$ cat config.mk
export PLATFORM = sky130hd
export DESIGN_NAME = length_prefixed_record_parser
export DESIGN_NICKNAME = d
export VERILOG_FILES = /design/src/rtl/core/lprp_pkg.sv /design/src/rtl/core/lprp_parse.sv /design/src/rtl/core/length_prefixed_record_parser.sv
export SDC_FILE = /design/constraint.sdc
export NUM_CORES = 1
export LEC_CHECK = 0
export ABC_AREA = 1
export BUFFER_PORTS_ARGS = -buffer_cell sky130_fd_sc_hd__buf_2
export CAP_MARGIN = 15
export CELL_PAD_IN_SITES_DETAIL_PLACEMENT = 0
export CELL_PAD_IN_SITES_GLOBAL_PLACEMENT = 1
export CORE_AREA = 2 2 145 147
export DETAILED_ROUTE_END_ITERATION = 7
export DIE_AREA = 0 0 147 149
export PLACE_DENSITY = 0.87
export SLEW_MARGIN = 20
export SYNTH_ARGS = -nofsm -noshare
export SYNTH_HDL_FRONTEND = slang
export SYNTH_HIERARCHICAL = 1
export SYNTH_SLANG_ARGS = --single-unit
$ cat constraint.sdc
create_clock -name clk -period 12.16 [get_ports clk]
set_input_delay 0.608 -clock clk [delete_from_list [all_inputs] [get_ports clk]]
set_output_delay 0.608 -clock clk [all_outputs]
set_load 0.02 [all_outputs]
$ cat src/rtl/core/lprp_pkg.sv
`timescale 1ns / 1ps

package lprp_pkg;

    // One input word: a raw record byte and its end-of-record mark.
    typedef struct packed {
        logic [7:0] data_byte;
        logic       is_last;
    } byte_word_t;

    // One result word.
    typedef struct packed {
        logic [2:0]  field_kind;
        logic [63:0] field_value;
        logic        value_valid;
        logic        record_end;
        logic [2:0]  status;
    } field_word_t;

    // Kinds of emitted field.
    typedef enum logic [2:0] {
        FK_NONE    = 3'd0,
        FK_ISSUER  = 3'd1,
        FK_SUBJECT = 3'd2,
        FK_KEY     = 3'd3,
        FK_START   = 3'd4,
        FK_END     = 3'd5,
        FK_PATH    = 3'd6
    } field_kind_t;

    // Record status codes, also used for the latched error.
    typedef enum logic [2:0] {
        ST_OK      = 3'd0,
        ST_SHORT   = 3'd1,
        ST_MAGIC   = 3'd2,
        ST_VERSION = 3'd3,
        ST_TRUNC   = 3'd4,
        ST_TRAIL   = 3'd5
    } status_t;

    // Fixed record constants.
    localparam logic [7:0] MAGIC_0      = 8'h43;  // 'C'
    localparam logic [7:0] MAGIC_1      = 8'h41;  // 'A'
    localparam logic [7:0] MAGIC_2      = 8'h52;  // 'R'
    localparam logic [7:0] MAGIC_3      = 8'h45;  // 'E'
    localparam logic [7:0] VERSION_BYTE = 8'h01;
    localparam logic [2:0] HEADER_BYTES = 3'd5;

    // Last byte positions of the big-endian numbers.
    localparam logic [2:0] LEN_LAST_POS  = 3'd3;
    localparam logic [2:0] TIME_LAST_POS = 3'd7;

endpackage

$ cat src/rtl/core/lprp_parse.sv
`timescale 1ns / 1ps

module lprp_parse
(
    input  logic                      clk,
    input  logic                      rst_n,
    input  logic                      step_en,
    input  lprp_pkg::byte_word_t      byte_in,
    output lprp_pkg::field_word_t     result
);
    import lprp_pkg::*;

    // Parser phase, one-hot.
    typedef enum logic [14:0] {
        PH_MAGIC0      = 15'b000000000000001,
        PH_MAGIC1      = 15'b000000000000010,
        PH_MAGIC2      = 15'b000000000000100,
        PH_MAGIC3      = 15'b000000000001000,
        PH_VERSION     = 15'b000000000010000,
        PH_ISSUER_LEN  = 15'b000000000100000,
        PH_ISSUER_BODY = 15'b000000001000000,
        PH_SUBJ_LEN    = 15'b000000010000000,
        PH_SUBJ_BODY   = 15'b000000100000000,
        PH_KEY_LEN     = 15'b000001000000000,
        PH_KEY_BODY    = 15'b000010000000000,
        PH_TIME_START  = 15'b000100000000000,
        PH_TIME_END    = 15'b001000000000000,
        PH_PATH        = 15'b010000000000000,
        PH_DONE        = 15'b100000000000000
    } phase_t;

    phase_t      phase_reg,  phase_next;
    logic [2:0]  hdr_reg,    hdr_next;
    logic [63:0] accum_reg,  accum_next;
    logic [2:0]  pos_reg,    pos_next;
    logic [31:0] remain_reg, remain_next;
    status_t     err_reg,    err_next;

    logic [63:0] gathered;
    logic        len_done;
    logic        len_zero;
    logic        time_done;
    logic        body_done;
    field_kind_t kind;
    logic [63:0] value;
    logic        value_vld;
    status_t     status;

    // Accumulator with the new byte shifted in, and completion flags.
    always_comb
    begin
        gathered  = {accum_reg[55:0], byte_in.data_byte};
        len_done  = (pos_reg == LEN_LAST_POS);
        len_zero  = (gathered[31:0] == 32'd0);
        time_done = (pos_reg == TIME_LAST_POS);
        body_done = (remain_reg == 32'd1);
    end

    // Next state and result for the byte in the input register.
    always_comb
    begin
        phase_next  = phase_reg;
        hdr_next    = (hdr_reg < HEADER_BYTES) ? hdr_reg + 3'd1 : hdr_reg;
        accum_next  = accum_reg;
        pos_next    = pos_reg;
        remain_next = remain_reg;
        err_next    = err_reg;
        kind        = FK_NONE;
        value       = '0;
        value_vld   = 1'b0;
        status      = ST_OK;

        if (err_reg == ST_OK)
        begin
            unique case (phase_reg)
                PH_MAGIC0:
                begin
                    if (byte_in.data_byte != MAGIC_0)
                    begin
                        err_next = ST_MAGIC;
                    end
                    phase_next = PH_MAGIC1;
                end
                PH_MAGIC1:
                begin
                    if (byte_in.data_byte != MAGIC_1)
                    begin
                        err_next = ST_MAGIC;
                    end
                    phase_next = PH_MAGIC2;
                end
                PH_MAGIC2:
                begin
                    if (byte_in.data_byte != MAGIC_2)
                    begin
                        err_next = ST_MAGIC;
                    end
                    phase_next = PH_MAGIC3;
                end
                PH_MAGIC3:
                begin
                    if (byte_in.data_byte != MAGIC_3)
                    begin
                        err_next = ST_MAGIC;
                    end
                    phase_next = PH_VERSION;
                end
                PH_VERSION:
                begin
                    if (byte_in.data_byte != VERSION_BYTE)
                    begin
                        err_next = ST_VERSION;
                    end
                    phase_next = PH_ISSUER_LEN;
                end
                PH_ISSUER_LEN, PH_SUBJ_LEN, PH_KEY_LEN:
                begin
                    accum_next = gathered;
                    pos_next   = pos_reg + 3'd1;
                    if (len_done)
                    begin
                        remain_next = gathered[31:0];
                        accum_next  = '0;
                        pos_next    = '0;
                        // A zero-length body is skipped altogether.
                        if (phase_reg == PH_ISSUER_LEN)
                        begin
                            phase_next = len_zero ? PH_SUBJ_LEN : PH_ISSUER_BODY;
                        end
                        else if (phase_reg == PH_SUBJ_LEN)
                        begin
                            phase_next = len_zero ? PH_KEY_LEN : PH_SUBJ_BODY;
                        end
                        else
                        begin
                            phase_next = len_zero ? PH_TIME_START : PH_KEY_BODY;
                        end
                    end
                end
                PH_ISSUER_BODY, PH_SUBJ_BODY, PH_KEY_BODY:
                begin
                    value       = {56'd0, byte_in.data_byte};
                    value_vld   = 1'b1;
                    remain_next = remain_reg - 32'd1;
                    if (phase_reg == PH_ISSUER_BODY)
                    begin
                        kind = FK_ISSUER;
                        if (body_done)
                        begin
                            phase_next = PH_SUBJ_LEN;
                        end
                    end
                    else if (phase_reg == PH_SUBJ_BODY)
                    begin
                        kind = FK_SUBJECT;
                        if (body_done)
                        begin
                            phase_next = PH_KEY_LEN;
                        end
                    end
                    else
                    begin
                        kind = FK_KEY;
                        if (body_done)
                        begin
                            phase_next = PH_TIME_START;
                        end
                    end
                end
                PH_TIME_START, PH_TIME_END:
                begin
                    accum_next = gathered;
                    pos_next   = pos_reg + 3'd1;
                    if (time_done)
                    begin
                        kind       = (phase_reg == PH_TIME_START) ? FK_START : FK_END;
                        value      = gathered;
                        value_vld  = 1'b1;
                        accum_next = '0;
                        pos_next   = '0;
                        phase_next = (phase_reg == PH_TIME_START) ? PH_TIME_END : PH_PATH;
                    end
                end
                PH_PATH:
                begin
                    accum_next = gathered;
                    pos_next   = pos_reg + 3'd1;
                    if (len_done)
                    begin
                        kind       = FK_PATH;
                        value      = {32'd0, gathered[31:0]};
                        value_vld  = 1'b1;
                        accum_next = '0;
                        pos_next   = '0;
                        phase_next = PH_DONE;
                    end
                end
                PH_DONE:
                begin
                    err_next = ST_TRAIL;
                end
                default:
                begin
                    phase_next = PH_MAGIC0;
                end
            endcase
        end

        // End of record: report the status and return to the reset state.
        if (byte_in.is_last)
        begin
            priority if (hdr_next < HEADER_BYTES)
            begin
                status = ST_SHORT;
            end
            else if (err_next != ST_OK)
            begin
                status = err_next;
            end
            else if (phase_next != PH_DONE)
            begin
                status = ST_TRUNC;
            end
            else
            begin
                status = ST_OK;
            end
            phase_next  = PH_MAGIC0;
            hdr_next    = '0;
            accum_next  = '0;
            pos_next    = '0;
            remain_next = '0;
            err_next    = ST_OK;
        end
    end

    // Parser state, advanced once per byte handed to the result register.
    always_ff @(posedge clk or negedge rst_n)
    begin
        if (!rst_n)
        begin
            phase_reg  <= PH_MAGIC0;
            hdr_reg    <= '0;
            accum_reg  <= '0;
            pos_reg    <= '0;
            remain_reg <= '0;
            err_reg    <= ST_OK;
        end
        else if (step_en)
        begin
            phase_reg  <= phase_next;
            hdr_reg    <= hdr_next;
            accum_reg  <= accum_next;
            pos_reg    <= pos_next;
            remain_reg <= remain_next;
            err_reg    <= err_next;
        end
    end

    // Result word for the current byte.
    always_comb
    begin
        result.field_kind  = kind;
        result.field_value = value;
        result.value_valid = value_vld;
        result.record_end  = byte_in.is_last;
        result.status      = status;
    end

endmodule

$ cat src/rtl/core/length_prefixed_record_parser.sv
`timescale 1ns / 1ps

// Streaming parser for length-prefixed records ("CARE" magic, version 1, issuer,
// subject and key bodies with 32-bit big-endian lengths, two 64-bit times and a
// 32-bit path length). Record bytes enter one word per cycle on the byte channel;
// each byte gives exactly one result word on the field channel, passing through
// the input register and then the result register.
// The sustained rate is one byte per clock, set by the single parser update done
// between those two registers; while a result waits in the output register the
// byte channel takes at most one more byte, held in the input register, and then
// stalls until the result is taken. Body bytes appear as they arrive, numbers when
// their last byte arrives, and the status is valid on the word with record_end
// set; after the first error a record emits no further fields, and fields already
// emitted for a failed record are to be discarded by the consumer.
module length_prefixed_record_parser
(
    input  logic                  clk,
    input  logic                  rst_n,
    input  logic                  byte_valid,
    output logic                  byte_ready,
    input  lprp_pkg::byte_word_t  byte_word,
    output logic                  field_valid,
    input  logic                  field_ready,
    output lprp_pkg::field_word_t field_word
);
    import lprp_pkg::*;

    logic        in_vld_reg,   in_vld_next;
    byte_word_t  in_word_reg;
    logic        out_vld_reg,  out_vld_next;
    field_word_t out_word_reg;
    logic        advance;
    logic        byte_take;
    field_word_t step_result;

    // Pipeline handshake: the held byte moves on when the result slot is free.
    always_comb
    begin
        advance      = in_vld_reg && (!out_vld_reg || field_ready);
        byte_ready   = !in_vld_reg || advance;
        byte_take    = byte_valid && byte_ready;
        in_vld_next  = byte_take || (in_vld_reg && !advance);
        out_vld_next = advance || (out_vld_reg && !field_ready);
    end

    // Valid flags.
    always_ff @(posedge clk or negedge rst_n)
    begin
        if (!rst_n)
        begin
            in_vld_reg  <= 1'b0;
            out_vld_reg <= 1'b0;
        end
        else
        begin
            in_vld_reg  <= in_vld_next;
            out_vld_reg <= out_vld_next;
        end
    end

    // Payload registers.
    always_ff @(posedge clk)
    begin
        if (byte_take)
        begin
            in_word_reg <= byte_word;
        end
        if (advance)
        begin
            out_word_reg <= step_result;
        end
    end

    // Parser state and per-byte logic.
    lprp_parse u_parse
    (
        .clk     (clk),
        .rst_n   (rst_n),
        .step_en (advance),
        .byte_in (in_word_reg),
        .result  (step_result)
    );

    assign field_valid = out_vld_reg;
    assign field_word  = out_word_reg;

endmodule
==> summary.md <==
| Metric | Value |
|---|---|
| First-pass GRT wire length | 38.5 mm |
| Clock Latency Late Sink | 0.44 ns |
| Area contributors post-synth | dfrtp_1 (29%), edfxtp_1 (25%), nand2_1 (7.2%) |
| Seq pwr share | 43.2% |
| Comb pwr share | 25.6% |
| Vias in the first global route | 7539 |
| Syn nets | 1128 |
| Drt pass-1 iters | 6 |
| Nets | 1188 |
| Post-layout util | 53.7% |
| Top-count cell post-synth | nand2_1 |
| DRT antenna net count | 0 |
| Maximum VDD drop | 0.000108 V |
| Diodes inserted | 0 |
| Initial antenna violation count | 0 |
| CTS sink count | 195 |
| Post-route minimum period | 3.90 ns |
| Initial Util | 47.9% |
| Worst reg2reg path depth | 15 |
| Slew HR | 30.2% |
| CP Class | reg2reg |
| Routed wire length | 23.8 mm |
| Area delta synth->final | 12.2% |
| Clock Power Share | 31.2% |
| FF-to-FF Start | u_parse/phase_reg[6]$_DFFE_PN0P_ |
| Critical path origin | u_parse/phase_reg[6]$_DFFE_PN0P_ |
| Post CTS Setup Buffer Count | 0 |
| H-tree Lvls | 4 |
| CTS tree | built |
| P per Cell Area | 173 mW/mm2 |
| Remaining Overflow, GRT | 0 |
| Largest net degree at the start of global routing | 76 |
| Via density | 5.42 |
| Die W | 147 um |
| Initial detailed-routing violation count | 623 |
| Sw Ratio | 36.1% |
| Worst Skew | 0.0104 ns |
| Synth cell types | 54 |
| Sequential cell area fraction in the yosys report | 53.7% |
| Setup slack, reg-to-reg | 8.26 ns |
| GP Congestion | 0.910 |
| Max reg flops | 72 |
| RSZ-0062 raised after global routing | no |
| Run status | finished clean |
| Post-CTS sizing | 0 |
| Core Rows | 53 |
| Syn Area/Cell | 8.89 um2 |
| Mapped Area | 0.00985 mm2 |
| Max Root-Sink Buffers | 2 |
| Final number of setup-violating endpoints | 0 |
| Critical path required time | 12.36 ns |
| Hold crit path type | in2async |
| # fillers | 1875 |
| Yosys top cell by area | dfrtp_1 |
| Hold Violations, Final | 0 |
| Async SR Flop Fraction | 58.5% |
| Flops & latches, synth | 195 |
| Critical path arrival | 4.10 ns |
| Remaining DRCs | 0 |
| P_sw | 690 uW |
| Leakage | 4.90 nW |
| Ys flop type | dfrtp_1 |
| Period utilization | 32.1% |
| CTS clock-pin slew for the worst setup and hold paths | 0.08 ns |
| Setup TNS | 0 ns |
| Post-DP HPWL | 16.5 mm |
| Wire per inst | 16.4 um |
| Die Height | 149 um |
| I/O Buffers | 86 |
| Vias | 7898 |
| Final slew viol count | 0 |
| CP Launch Type | register |
| GRT Util Overall | 22.3% |
| Ratio of cells with drive above 1 in the final layout | 14.6% |
| Root Driver | clkbuf_16 |
| R2R Path End | field_word[6]$_DFFE_PP_ |
| Num CTS Buffers | 17 |
| Hold buffer count at cts | 0 |
| Die area | 0.0219 mm2 |
| Ys Warns | 6 |
| Core area | 0.0206 mm2 |
| Internal power | 1.22 mW |
| Slew @ Worst Pin | 1.04 ns |
| Max Cap Violations | 0 |
| Synth top cells by count | nand2_1 (189), nor2_1 (174), inv_1 (155), dfrtp_1 (113), edfxtp_1 (81) |
| Post-Syn Instances | 1108 |
| I/O Pins | 87 |
| Number of flops mapped to enable cells by yosys | 81 |
| Critical-path maximum fanout | 38 |
| FMAX | 256 MHz |
| CP Capture Type | register |
| Yosys top cell area share | 28.7% |
## worst max-delay path, stage by stage (launching register included)
cell and delay, ns:
dfrtp_1 0.45, nor2_2 0.07, nand2_1 0.23, nor2_4 0.12, nand3_1 0.20, nand3_2 0.67
nor2_1 0.37, nand2_1 0.10, nand2_2 0.12, inv_2 0.05, nand2_2 0.48, nand2_2 0.19
inv_4 0.27, o21ai_4 0.16, nand2_1 0.09, inv_1 0.04
## logic make-up after synthesis
kind of cell | count (synthesis) | synth area share [%]
AO/OA/AOI/OAI | 210 | 14.4
buffers and inverters | 210 | 9.01
XOR/XNOR | 11 | 0.978
adder cells (fa/ha/maj) | 7 | 0.889
AND/OR/NAND/NOR | 475 | 21.1
flip-flops | 195 | 53.7
## layout make-up
class | instances | area (um2) | area share, %
clock inverter | 15 | 228 | 2.06
tap | 275 | 344 | 3.11
timing repair buffer | 90 | 463 | 4.19
multi-input combinational | 703 | 3690 | 33.4
sequential | 195 | 5290 | 47.8
clock buffer | 17 | 425 | 3.85
inverter | 161 | 609 | 5.51
## placed cells by master (no fill, tap or decap), drive strengths merged, types with 3 or more instances in the layout
master	count
a21oi	30
nand3b	3
buf	90
ha	7
nand2	199
clkinv	7
nor3	17
o21ai	74
clkbuf	17
nand3	56
edfxtp	81
a31oi	6
o2111ai	4
dfrtp	113
xor2	11
o211ai	7
o22ai	26
nor2	185
o31ai	6
o32ai	42
o221ai	4
inv	168
a22oi	4
nor4	3
nand4	9
## metrics by stage
stage / cells / setup WS, ns / power [mW] / cell area [um2] / hold slack [ns]
floorplan: 1108 / 6.52 / 1.20 / 9850 / 0.312
global placement: 1424 / 8.09 / 1.32 / 10400 / 0.480
detailed placement: 1424 / 8.03 / 1.32 / 10400 / 0.488
CTS: 1456 / 8.05 / 1.92 / 11000 / 0.178
global route: 1456 / 7.96 / 2.02 / 11000 / 0.197
finish: 1456 / 8.26 / 1.91 / 11000 / 0.167
## power groups by stage
| stage | Combinational [mW] | Clock, mW | Sequential (mW) |
|---|---|---|---|
| after detailed placement | 0.485 | 0 | 0.838 |
| final | 0.490 | 0.596 | 0.826 |
| after global placement | 0.481 | 0 | 0.837 |
| after global routing | 0.548 | 0.634 | 0.836 |
| after floorplan | 0.350 | 0 | 0.847 |
| after CTS | 0.487 | 0.609 | 0.825 |
## per-layer routing
layer / vias up / GRT usage [%] / share of wire, %
met5: - / 0 / 0
met2: 194 / 37.8 / 49
met3: 35 / 3.33 / 3.9
met4: 0 / 7.84 / 2.2
met1: 3818 / 29.5 / 45
li1: 3851 / - / -
## how the worst max path moves through the flow
stage                                             end
detailed placement  u_parse/accum_reg[50]$_DFFE_PN0P_
floorplan           u_parse/accum_reg[10]$_DFFE_PN0P_
finish                        field_word[6]$_DFFE_PP_
global route                  field_word[8]$_DFFE_PP_
global placement    u_parse/accum_reg[50]$_DFFE_PN0P_
CTS                 u_parse/accum_reg[50]$_DFFE_PN0P_
Power figures use the tool's default switching activity.
